[src/vn_pkg.sv]
// Shared constants and types for the 3D vector normalizer.
// No dependencies; every other file in src refers to this package by scoped names.
`timescale 1ns / 1ps
`default_nettype none

package vn_pkg;

   localparam int IN_WIDTH_DEF      = 16;
   localparam int OUT_FRAC_BITS_DEF = 15;
   localparam int UNIT_WIDTH        = 16;
   localparam int NUM_LANES         = 3;
   localparam int RSP_DATA_WIDTH    = NUM_LANES * UNIT_WIDTH;

   // Per-cycle strobes from the sequencer to the lanes and the merging stage.
   typedef struct packed {
      logic load;
      logic square;
      logic sum;
      logic init;
      logic step;
   } lane_ctrl_type;

endpackage

`default_nettype wire

[src/vec3_normalizer.sv]
// Top level of the 3D vector normalizer: sequencer, three component lanes,
// the merging stage and the result register. Depends on vn_pkg, vn_lane, vn_sum.
//
//   channel   direction  tdata (low bit up)              tuser
//   req_*     in         comp_x, comp_y, comp_z          -
//   rsp_*     out        unit_x, unit_y, unit_z          was_zero
//
// An item passes from acceptance to the result register through magnitude,
// squaring, the lane sum and the first quotient bit, then OUT_FRAC_BITS + 1
// square-root steps, which set the rate. Only one item is in flight; the next
// is accepted once the result is registered, even while rsp_tvalid waits on
// rsp_tready.
// Reset is synchronous and clears the sequencer and the result valid flag.
`timescale 1ns / 1ps
`default_nettype none

module vec3_normalizer #(
   parameter int IN_WIDTH      = vn_pkg::IN_WIDTH_DEF,
   parameter int OUT_FRAC_BITS = vn_pkg::OUT_FRAC_BITS_DEF
) (
   input  wire                                     clock,
   input  wire                                     reset,
   input  wire                                     req_tvalid,
   output logic                                    req_tready,
   // comp_x, comp_y, comp_z, zero fill to whole bytes
   input  wire  logic [((3*IN_WIDTH+7)/8)*8-1:0]   req_tdata,
   output logic                                    rsp_tvalid,
   input  wire                                     rsp_tready,
   // unit_x, unit_y, unit_z
   output logic [vn_pkg::RSP_DATA_WIDTH-1:0]       rsp_tdata,
   // was_zero
   output logic                                    rsp_tuser
);

   localparam int F     = OUT_FRAC_BITS;
   localparam int UW    = vn_pkg::UNIT_WIDTH;
   localparam int LANES = vn_pkg::NUM_LANES;
   localparam int CNT_W = $clog2(F + 1);

   typedef enum logic [5:0] {
      ST_IDLE   = 6'b000001,
      ST_SQUARE = 6'b000010,
      ST_SUM    = 6'b000100,
      ST_INIT   = 6'b001000,
      ST_RUN    = 6'b010000,
      ST_DONE   = 6'b100000
   } state_type;

   state_type                   state_ff, state_in;
   logic [CNT_W-1:0]            cnt_ff,   cnt_in;
   logic                        rsp_valid_ff, rsp_valid_in;
   logic [LANES*UW-1:0]         rsp_data_ff,  rsp_data_in;
   logic                        rsp_zero_ff,  rsp_zero_in;

   vn_pkg::lane_ctrl_type       ctrl;
   logic [2*IN_WIDTH-2:0]       square [LANES];
   logic [UW-1:0]               unit   [LANES];
   logic [2*IN_WIDTH-1:0]       sum;
   logic                        is_zero;
   logic                        req_accept;
   logic                        rsp_free;

   assign req_tready = (state_ff == ST_IDLE);
   assign req_accept = req_tvalid && req_tready;
   assign rsp_free   = !rsp_valid_ff || rsp_tready;

   assign ctrl.load   = req_accept;
   assign ctrl.square = (state_ff == ST_SQUARE);
   assign ctrl.sum    = (state_ff == ST_SUM);
   assign ctrl.init   = (state_ff == ST_INIT);
   assign ctrl.step   = (state_ff == ST_RUN);

   for (genvar i = 0; i < LANES; i++) begin : g_lane
      vn_lane #(
         .IN_WIDTH      (IN_WIDTH),
         .OUT_FRAC_BITS (OUT_FRAC_BITS)
      ) u_lane (
         .clock  (clock),
         .ctrl   (ctrl),
         .comp   (req_tdata[i*IN_WIDTH +: IN_WIDTH]),
         .sum    (sum),
         .square (square[i]),
         .unit   (unit[i])
      );
   end

   vn_sum #(
      .IN_WIDTH (IN_WIDTH)
   ) u_sum (
      .clock   (clock),
      .ctrl    (ctrl),
      .square  (square),
      .sum     (sum),
      .is_zero (is_zero)
   );

   always_comb begin
      state_in     = state_ff;
      cnt_in       = cnt_ff;
      rsp_valid_in = rsp_valid_ff;
      rsp_data_in  = rsp_data_ff;
      rsp_zero_in  = rsp_zero_ff;
      if (rsp_valid_ff && rsp_tready) begin
         rsp_valid_in = 1'b0;
      end
      case (state_ff)
         ST_IDLE: begin
            if (req_accept) begin
               state_in = ST_SQUARE;
            end
         end
         ST_SQUARE: begin
            state_in = ST_SUM;
         end
         ST_SUM: begin
            state_in = ST_INIT;
         end
         ST_INIT: begin
            cnt_in   = '0;
            state_in = ST_RUN;
         end
         ST_RUN: begin
            cnt_in = cnt_ff + 1'b1;
            if (cnt_ff == CNT_W'(F)) begin
               state_in = ST_DONE;
            end
         end
         ST_DONE: begin
            if (rsp_free) begin
               rsp_valid_in = 1'b1;
               rsp_zero_in  = is_zero;
               for (int i = 0; i < LANES; i++) begin
                  rsp_data_in[i*UW +: UW] = is_zero ? '0 : unit[i];
               end
               state_in = ST_IDLE;
            end
         end
         default: begin
            state_in = ST_IDLE;
         end
      endcase
   end

   always_ff @(posedge clock) begin
      if (reset) begin
         state_ff     <= ST_IDLE;
         cnt_ff       <= '0;
         rsp_valid_ff <= 1'b0;
      end else begin
         state_ff     <= state_in;
         cnt_ff       <= cnt_in;
         rsp_valid_ff <= rsp_valid_in;
      end
   end

   always_ff @(posedge clock) begin
      rsp_data_ff <= rsp_data_in;
      rsp_zero_ff <= rsp_zero_in;
   end

   assign rsp_tvalid = rsp_valid_ff;
   assign rsp_tdata  = rsp_data_ff;
   assign rsp_tuser  = rsp_zero_ff;

   a_state_onehot: assert property (@(posedge clock) disable iff (reset)
      $onehot(state_ff))
      else $error("sequencer state is not one-hot");

   a_step_count: assert property (@(posedge clock) disable iff (reset)
      (state_ff == ST_RUN) |-> (cnt_ff <= CNT_W'(F)))
      else $error("square-root step count ran past the last step");

   a_zero_result: assert property (@(posedge clock) disable iff (reset)
      (rsp_tvalid && rsp_tuser) |-> (rsp_tdata == '0))
      else $error("zero vector produced a nonzero unit vector");

   a_done_loads: assert property (@(posedge clock) disable iff (reset)
      (state_ff == ST_DONE && rsp_free) |=> (rsp_tvalid && state_ff == ST_IDLE))
      else $error("finished result was not registered");

endmodule

`default_nettype wire

[src/vn_lane.sv]
// One component lane: magnitude, square, then quotient m*m*2^(2F)/S two bits a
// cycle feeding a digit-by-digit square root. Depends on vn_pkg.
`timescale 1ns / 1ps
`default_nettype none

module vn_lane #(
   parameter int IN_WIDTH      = vn_pkg::IN_WIDTH_DEF,
   parameter int OUT_FRAC_BITS = vn_pkg::OUT_FRAC_BITS_DEF
) (
   input  wire                                  clock,
   input  wire  vn_pkg::lane_ctrl_type          ctrl,
   input  wire  logic [IN_WIDTH-1:0]            comp,
   input  wire  logic [2*IN_WIDTH-1:0]          sum,
   output logic [2*IN_WIDTH-2:0]                square,
   output logic [vn_pkg::UNIT_WIDTH-1:0]        unit
);

   localparam int SQW = 2 * IN_WIDTH - 1;
   localparam int SW  = 2 * IN_WIDTH;
   localparam int F   = OUT_FRAC_BITS;
   localparam int UW  = vn_pkg::UNIT_WIDTH;

   logic [IN_WIDTH-1:0] mag_ff,   mag_in;
   logic                neg_ff,   neg_in;
   logic [SQW-1:0]      sq_ff,    sq_in;
   logic [SW-1:0]       rem_ff,   rem_in;
   logic [1:0]          pair_ff,  pair_in;
   logic [F:0]          root_ff,  root_in;
   logic [F+1:0]        srem_ff,  srem_in;

   logic [2*IN_WIDTH-1:0] prod;
   logic                  init_bit;
   logic [SW:0]           sum_ext;
   logic [SW:0]           div1_sh;
   logic [SW:0]           div2_sh;
   logic                  div1_ge;
   logic                  div2_ge;
   logic [SW-1:0]         div1_rem;
   logic [SW-1:0]         div2_rem;
   logic [F+3:0]          sq_sh;
   logic [F+3:0]          trial;
   logic                  sq_ge;
   logic [F+3:0]          sq_diff;
   logic [F:0]            q_sat;
   logic signed [F+1:0]   q_signed;

   assign prod     = mag_ff * mag_ff;
   assign init_bit = ({1'b0, sq_ff} >= sum);
   assign sum_ext  = {1'b0, sum};

   // Two restoring division steps per cycle; the quotient is bounded by 2^(2F).
   assign div1_sh  = {rem_ff, 1'b0};
   assign div1_ge  = (div1_sh >= sum_ext);
   assign div1_rem = div1_ge ? SW'(div1_sh - sum_ext) : div1_sh[SW-1:0];
   assign div2_sh  = {div1_rem, 1'b0};
   assign div2_ge  = (div2_sh >= sum_ext);
   assign div2_rem = div2_ge ? SW'(div2_sh - sum_ext) : div2_sh[SW-1:0];

   // Square root step on the quotient bit pair produced in the previous cycle.
   assign sq_sh   = {srem_ff, pair_ff};
   assign trial   = {1'b0, root_ff, 2'b01};
   assign sq_ge   = (sq_sh >= trial);
   assign sq_diff = sq_sh - trial;

   always_comb begin
      mag_in  = mag_ff;
      neg_in  = neg_ff;
      sq_in   = sq_ff;
      rem_in  = rem_ff;
      pair_in = pair_ff;
      root_in = root_ff;
      srem_in = srem_ff;
      if (ctrl.load) begin
         neg_in = comp[IN_WIDTH-1];
         mag_in = comp[IN_WIDTH-1] ? IN_WIDTH'(~comp + 1'b1) : comp;
      end
      if (ctrl.square) begin
         sq_in = prod[SQW-1:0];
      end
      if (ctrl.init) begin
         rem_in  = init_bit ? SW'({1'b0, sq_ff} - sum) : SW'(sq_ff);
         pair_in = {1'b0, init_bit};
         root_in = '0;
         srem_in = '0;
      end
      if (ctrl.step) begin
         rem_in  = div2_rem;
         pair_in = {div1_ge, div2_ge};
         root_in = {root_ff[F-1:0], sq_ge};
         srem_in = sq_ge ? sq_diff[F+1:0] : sq_sh[F+1:0];
      end
   end

   always_ff @(posedge clock) begin
      mag_ff  <= mag_in;
      neg_ff  <= neg_in;
      sq_ff   <= sq_in;
      rem_ff  <= rem_in;
      pair_ff <= pair_in;
      root_ff <= root_in;
      srem_ff <= srem_in;
   end

   // A component carrying the whole length gives 2^F, which saturates.
   assign q_sat    = root_ff[F] ? {1'b0, {F{1'b1}}} : root_ff;
   assign q_signed = neg_ff ? -$signed({1'b0, q_sat}) : $signed({1'b0, q_sat});
   assign unit     = UW'(q_signed);
   assign square   = sq_ff;

endmodule

`default_nettype wire

[src/vn_sum.sv]
// Merging stage: adds the squared components of all lanes into the divisor and
// flags the zero vector. Depends on vn_pkg.
`timescale 1ns / 1ps
`default_nettype none

module vn_sum #(
   parameter int IN_WIDTH = vn_pkg::IN_WIDTH_DEF
) (
   input  wire                          clock,
   input  wire  vn_pkg::lane_ctrl_type  ctrl,
   input  wire  logic [2*IN_WIDTH-2:0]  square [vn_pkg::NUM_LANES],
   output logic [2*IN_WIDTH-1:0]        sum,
   output logic                         is_zero
);

   localparam int SW = 2 * IN_WIDTH;

   logic [SW-1:0] sum_ff, sum_in;
   logic          zero_ff, zero_in;
   logic [SW-1:0] total;

   always_comb begin
      total = '0;
      for (int i = 0; i < vn_pkg::NUM_LANES; i++) begin
         total = total + SW'(square[i]);
      end
   end

   always_comb begin
      sum_in  = sum_ff;
      zero_in = zero_ff;
      if (ctrl.sum) begin
         sum_in  = total;
         zero_in = (total == '0);
      end
   end

   always_ff @(posedge clock) begin
      sum_ff  <= sum_in;
      zero_ff <= zero_in;
   end

   assign sum     = sum_ff;
   assign is_zero = zero_ff;

endmodule

`default_nettype wire

[config.mk]
export PLATFORM = sky130hd
export DESIGN_NAME = vec3_normalizer
export DESIGN_NICKNAME = d
export VERILOG_FILES = /design/src/vn_pkg.sv /design/src/vec3_normalizer.sv /design/src/vn_lane.sv /design/src/vn_sum.sv
export SDC_FILE = /design/constraint.sdc
export NUM_CORES = 2
export LEC_CHECK = 0
export BUFFER_PORTS_ARGS = -buffer_cell sky130_fd_sc_hd__clkbuf_2
export CORE_MARGIN = 1.5
export CORE_UTILIZATION = 50
export CTS_BUF_LIST = sky130_fd_sc_hd__clkbuf_2
export CTS_CLUSTER_DIAMETER = 50
export DETAILED_ROUTE_END_ITERATION = 12
export PLACE_DENSITY = 0.66
export SLEW_MARGIN = 10
export SYNTH_ARGS = -nofsm -noshare
export SYNTH_HDL_FRONTEND = slang
export SYNTH_HIERARCHICAL = 1
export SYNTH_SLANG_ARGS = --single-unit
[constraint.sdc]
create_clock -name clock -period 11.6 [get_ports clock]
set_clock_uncertainty 0.15 [all_clocks]
set_input_delay 0.58 -clock clock [delete_from_list [all_inputs] [get_ports clock]]
set_output_delay 0.58 -clock clock [all_outputs]
set_load 0.03 [all_outputs]
# == After elaboration in Yosys (flattened, before gate mapping) ==
# Index checks and enable logic that the tools add are counted.
# totals
regBits,438
latch_bits,0
ramBits,0
mem_bits_ro,0
inputBits,52
output_inout_bits,51
word_cells,137
memories,0
# classes
addsub,21
n_mul,3
n_div,0
order_cmp,12
n_eq_ne,10
n_shift,0
mux,49
n_bitwise,3
n_reduce_logical,8
# ops
operator,n
32-bit two-way mux,15
33-bit by 32-bit greater-or-equal comparator with 1-bit output,6
32-bit subtractor,6
17-bit two-way mux,7
16-bit two-way mux,7
31-bit by 32-bit greater-or-equal comparator with 1-bit output,3
31-bit by 32-bit subtractor with 32-bit output,3
16-bit by 16-bit multiplier with 31-bit output,3
15-bit two-way mux,6
19-bit by 18-bit greater-or-equal comparator with 1-bit output,3
17-bit subtractor,3
"16-bit by 1-bit adder with 16-bit output, second input constant",3
16-bit negator,3
16-bit NOT,3
6-bit one-hot mux with 6 select lines,1
31-bit by 31-bit adder with 32-bit output,1
32-bit by 31-bit adder with 32-bit output,1
32-bit zero test,1
6-bit two-way mux,3
2-bit two-way mux,6
4-bit one-hot mux with 2 select lines,1
"6-bit by 1-bit equality test with 1-bit output, second input constant",1
"6-bit by 2-bit equality test with 1-bit output, second input constant",1
"6-bit by 3-bit equality test with 1-bit output, second input constant",1
other kinds (14),18

# == Longest topological paths before layout ==
# depth
ltp_word,5
ltp_mapped,26
ltp_nobuf,25

# == Modules after synthesis ==
# The synthesis kept the hierarchy.
# modules_own_cells
module,n_inst,cells_per_inst,area_each_um2
vn_lane (g_lane[0].u_lane),1,2179,19090.8
vn_lane (g_lane[1].u_lane),1,2172,18834.3
vn_lane (g_lane[2].u_lane),1,2079,18589.1
vn_sum,1,318,3338.2
vec3_normalizer,1,169,2403.6

# == Worst setup path after synthesis ==
# OpenSTA, ideal clock, no wires.
# synth_timing
path_type,reg-to-reg
startpoint,reg g_lane[0].u_lane.mag_ff[9]
endpoint,reg g_lane[0].u_lane.sq_ff[30] (data pin)
setup_time_ns,0.270
arrival_time_ns,6.226
required_ns,11.180
setup_slack_ns,4.954
stages_incl_launch_ff,24
n_path_buf,1
synth_period_minus_slack_ns,6.646
cell_sequence,edfxtp_1 > clkbuf_1 > nand2_1 > fa_1 > fa_1 > inv_1 > fa_1 > inv_1 > fa_1 > inv_1 > fa_1 > inv_1 > fa_1 > inv_1 > ha_1 > o211ai_1 > a21oi_1 > a22oi_1 > o211ai_1 > nand3_1 > a311oi_1 > a41o_1 > nor4b_1 > or3b_2
# synth_via
elab_chain_len,1
# synth_rtl
element,line_no,rtl
"start, declared",vn_lane.sv:23,"logic [IN_WIDTH-1:0] mag_ff, mag_in;"
"start signal, assigned",vn_lane.sv:95,mag_ff <= mag_in;
16-bit by 16-bit multiplier with 31-bit output,vn_lane.sv:47,assign prod = mag_ff * mag_ff;
via g_lane[0].u_lane.prod[30],vn_lane.sv:31,logic [2*IN_WIDTH-1:0] prod;
"end signal, assigned",vn_lane.sv:97,sq_ff <= sq_in;
"end, declared",vn_lane.sv:25,"logic [SQW-1:0] sq_ff, sq_in;"
# The timed path passes the listed nets, and every way through them passes these cells.
# A chain may end at the register's enable or synchronous reset.

# == Worst setup path after layout ==
# layout_timing
startpoint,"reg u_sum.sum_ff[1], in the netlist u_sum/sum[1]"
endpoint,reg g_lane[0].u_lane.rem_ff[26] (data pin)
# layout_via
elab_chain_len,5
elab_cells_between_ends,11
# layout_rtl
element,line_no,rtl
"start, declared",vn_sum.sv:18,"logic [SW-1:0] sum_ff, sum_in;"
"start signal, assigned",vn_sum.sv:39,sum_ff <= sum_in;
32-bit subtractor or 33-bit by 32-bit greater-or-equal comparator with 1-bit output (tied branches),"vn_lane.sv:54, vn_lane.sv:53",
32-bit two-way mux,vn_lane.sv:54,assign div1_rem = div1_ge ? SW'(div1_sh - sum_ext) : div1_sh[SW-1:0];
32-bit subtractor or 33-bit by 32-bit greater-or-equal comparator with 1-bit output (tied branches),"vn_lane.sv:57, vn_lane.sv:56",
32-bit two-way mux,vn_lane.sv:57,assign div2_rem = div2_ge ? SW'(div2_sh - sum_ext) : div2_sh[SW-1:0];
32-bit two-way mux *,vn_lane.sv:86,if (ctrl.step) begin
via g_lane[0].u_lane.rem_in[26],vn_lane.sv:26,"logic [SW-1:0] rem_ff, rem_in;"
"end signal, assigned",vn_lane.sv:98,rem_ff <= rem_in;
"end, declared",vn_lane.sv:26,
# Mark *: on every way through the listed nets, which the timed path passes. The rest lies on a longest branch. The select of a mux whose other input is x is not followed.

==> flow_summary.ini <==
[floorplanning]
start_util_pct = 50.4
pin_count = 103
die_w_um = 356
rows = 129
dieArea_um2 = 127000
core_area_um2 = 124000
chipHeight_um = 356

[synth]
ys_types = 122
syn_inst = 6917
seq_area_frac_synth_pct = 20.8
syn_area_um2 = 62300
synth_edf_count = 424
synth_flop_cell = edfxtp_1
yosys_warnings = 6
syn-num-nets = 8167
async_flop_share_pct = 0
ys_ff_latch = 435
synth.avg_cell_area_um2 = 9.00

[cells_and_area]
fin_cells = 8855
drive_gt1_share_pct = 7.05
layout_common_cells = inv_1 (975), ha_1 (667), fa_1 (531)
area_growth_pct = 7.42
nets = 8367
final_common_cell = inv_1
fillers = 11500
fin_area_um2 = 66900

[drt]
via_per_inst = 5.82
ant_nets = 0
drt-pass1-iter-count = 7
drtIter0Drc = 3995
wire_per_inst_um = 19.8
drc = 0
wl_mm = 175
via_count = 51500

[timing]
whs_ns = 0.296
max_freq_mhz = 128
setup-tns-final_ns = 0
rsz0062_at_grt = false
fin_crit_sh_pct = 67.6
finalHoldViolations = 0
maxSlewHeadroom_pct = 20.1
drv_slew = 0
worst_slew_pin_slew_ns = 1.19
layout_min_cycle_time_ns = 7.84
setup_viol = 0

[placed_design]
dpl_cell_area_um2 = 64100
dp_hpwl_mm = 137
globalplace.congestion = 0.986
port_buffers = 102
dp.cells = 8465

[setup_path]
worstPathRequired_ns = 12.71
crit_end = g_lane[0].u_lane/rem_ff[26]$_DFFE_PP_
reg2reg_depth = 20
critical_path_arrival_ns = 8.94
reg2reg_to = g_lane[0].u_lane/rem_ff[26]$_DFFE_PP_
crit_path_start = u_sum/sum[1]$_DFFE_PP_
critPathCaptureType = register
start_kind = register
ff2ff_setup_slack_ns = 3.76
reg2reg_from = u_sum/sum[1]$_DFFE_PP_
setup.worst_path.class = reg2reg
path_max_fanout = 28

[global_routing]
antenna_found_initial = 3
grt_start_max_net_pins = 77
grt_pass1_wl_mm = 276
track_usage_pct = 27.6
grt_pass1_vias = 50600
grt.overflow.total = 0

[clock_network]
ctsResizeCount = 0
clkTransAtPathRegs_ns = 0.11
clock_latency_ns = 1.51
cts_tree = yes
h-tree-depth = 4
clkSinkCount = 435
root_buffer = clkbuf_2
post-cts-setup-buffer-count = 0
cts_buffer_depth = 3
numCtsBuffers = 133

[min_path]
hold_path_class = in2reg

[job]
cap_viol_max_count = 0

[run_status]
status = completed
worst max-delay path, stage by stage, from the launching register on:
cell and delay [ns]:
edfxtp_1 0.70, inv_1 0.31, ha_1 0.38, nor2b_1 0.21, o31ai_2 0.11, a211oi_1 0.49
nor2_1 0.16, o2111a_2 0.37, nor2_4 0.78, mux2_2 0.43, ha_1 0.41, nand3_1 0.18
nor3_1 0.42, o211ai_1 0.20, a31oi_1 0.30, nor3_1 0.12, nor3b_2 0.29, or2_0 0.62
buf_4 0.39, nor2_2 0.13, a311o_1 0.39
cells by family after synthesis:
kind of cell    after synthesis  share of synthesized area [%]
simple gates               1868                           14.8
compound gates             1618                           17.5
fa+ha+maj                  1198                           30.5
buf+inv                    1198                           7.54
xor+xnor                    446                           6.27
flops                       435                           20.8
mux                         151                           2.55
other cells                   3                         0.0181
stage by stage:
stage	utilization [%]	worst slack [ns]
2_1_floorplan	-	4.95
3_3_place_gp	51.8	4.22
3_5_place_dp	51.8	4.06
4_1_cts	54.1	3.99
5_1_grt	54.1	3.46
6_report	54.1	3.76
worst min path at each step:
stage                                       from                               endpoint  slack [ns]  cells after the start
after global placement    cnt_ff[3]$_SDFFE_PP0P_                 cnt_ff[3]$_SDFFE_PP0P_        0.32                      2
after CTS                             req_tvalid  g_lane[0].u_lane/mag_ff[12]$_DFFE_PP_        0.10                      4
after floorplan           cnt_ff[3]$_SDFFE_PP0P_                 cnt_ff[3]$_SDFFE_PP0P_        0.31                      2
final                                 req_tvalid  g_lane[0].u_lane/mag_ff[12]$_DFFE_PP_        0.30                      4
after detailed placement  cnt_ff[2]$_SDFFE_PP0P_                 cnt_ff[2]$_SDFFE_PP0P_        0.34                      1
after global routing                  req_tvalid  g_lane[0].u_lane/mag_ff[12]$_DFFE_PP_        0.16                      4
layer usage:
metal  global-route usage, %  wire length [µm]  up-vias
met3                    4.75             12100      293
met1                    38.0             78800    24900
met5                       0                13        -
met2                    43.6             78500     1775
met4                    9.63              5880        2
li1                        -                 -    24600
synth_stat cells, types with 51 or more instances:
| library cell | count | area share (%) |
|---|---|---|
| a211oi_1 | 135 | 1.6 |
| a21o_1 | 193 | 2.3 |
| a21oi_1 | 457 | 3.7 |
| a31oi_1 | 64 | 0.64 |
| and2_1 | 164 | 1.6 |
| and3_1 | 51 | 0.51 |
| clkbuf_1 | 142 | 0.86 |
| edfxtp_1 | 424 | 20 |
| fa_1 | 531 | 17 |
| ha_1 | 667 | 13 |
| inv_1 | 977 | 5.9 |
| mux2i_1 | 95 | 1.5 |
| nand2_1 | 500 | 3.0 |
| nand3_1 | 127 | 1.0 |
| nand4_1 | 76 | 0.76 |
| nor2_1 | 472 | 2.8 |
| nor2b_1 | 112 | 1.1 |
| nor3_1 | 108 | 0.87 |
| o21a_1 | 66 | 0.80 |
| o21ai_0 | 232 | 1.9 |
| o21bai_1 | 64 | 0.77 |
| xnor2_1 | 294 | 4.1 |
| xor2_1 | 152 | 2.1 |
state kept, by name (all words and copies together), names as in the netlist:
register and flops:
g_lane.u_lane/pair_ff 6, g_lane.u_lane/mag_ff 48, g_lane.u_lane/rem_ff 96, u_sum/sum 32
u_sum/is_zero 1, rsp_tdata 48, g_lane.u_lane/root_ff 48, rsp_tuser 1
state_ff 6, g_lane.u_lane/srem_ff 51, cnt_ff 4, rsp_tvalid 1
g_lane.u_lane/square 90, g_lane.u_lane/neg_ff 3
what timing repair did:
item | CTS | global route
endpoints found under the hold margin | 162 | 0
hold buffers | 153 | 0
endpoints found under the setup margin | 0 | 0
cell type report:
class	instances	area (µm²)	area share (%)
Antenna cell	8	20.0	0.0299
Timing Repair Buffer	284	2270	3.40
Inverter	979	3680	5.50
Multi-Input combinational cell	5284	44700	66.8
Tap cell	1637	2050	3.06
Clock inverter	63	397	0.593
Sequential cell	435	13000	19.4
Clock buffer	165	826	1.23
Power is left out: the tool's default activity adds up to more than one toggle a clock period on the data nets, which glitch-free logic cannot reach.
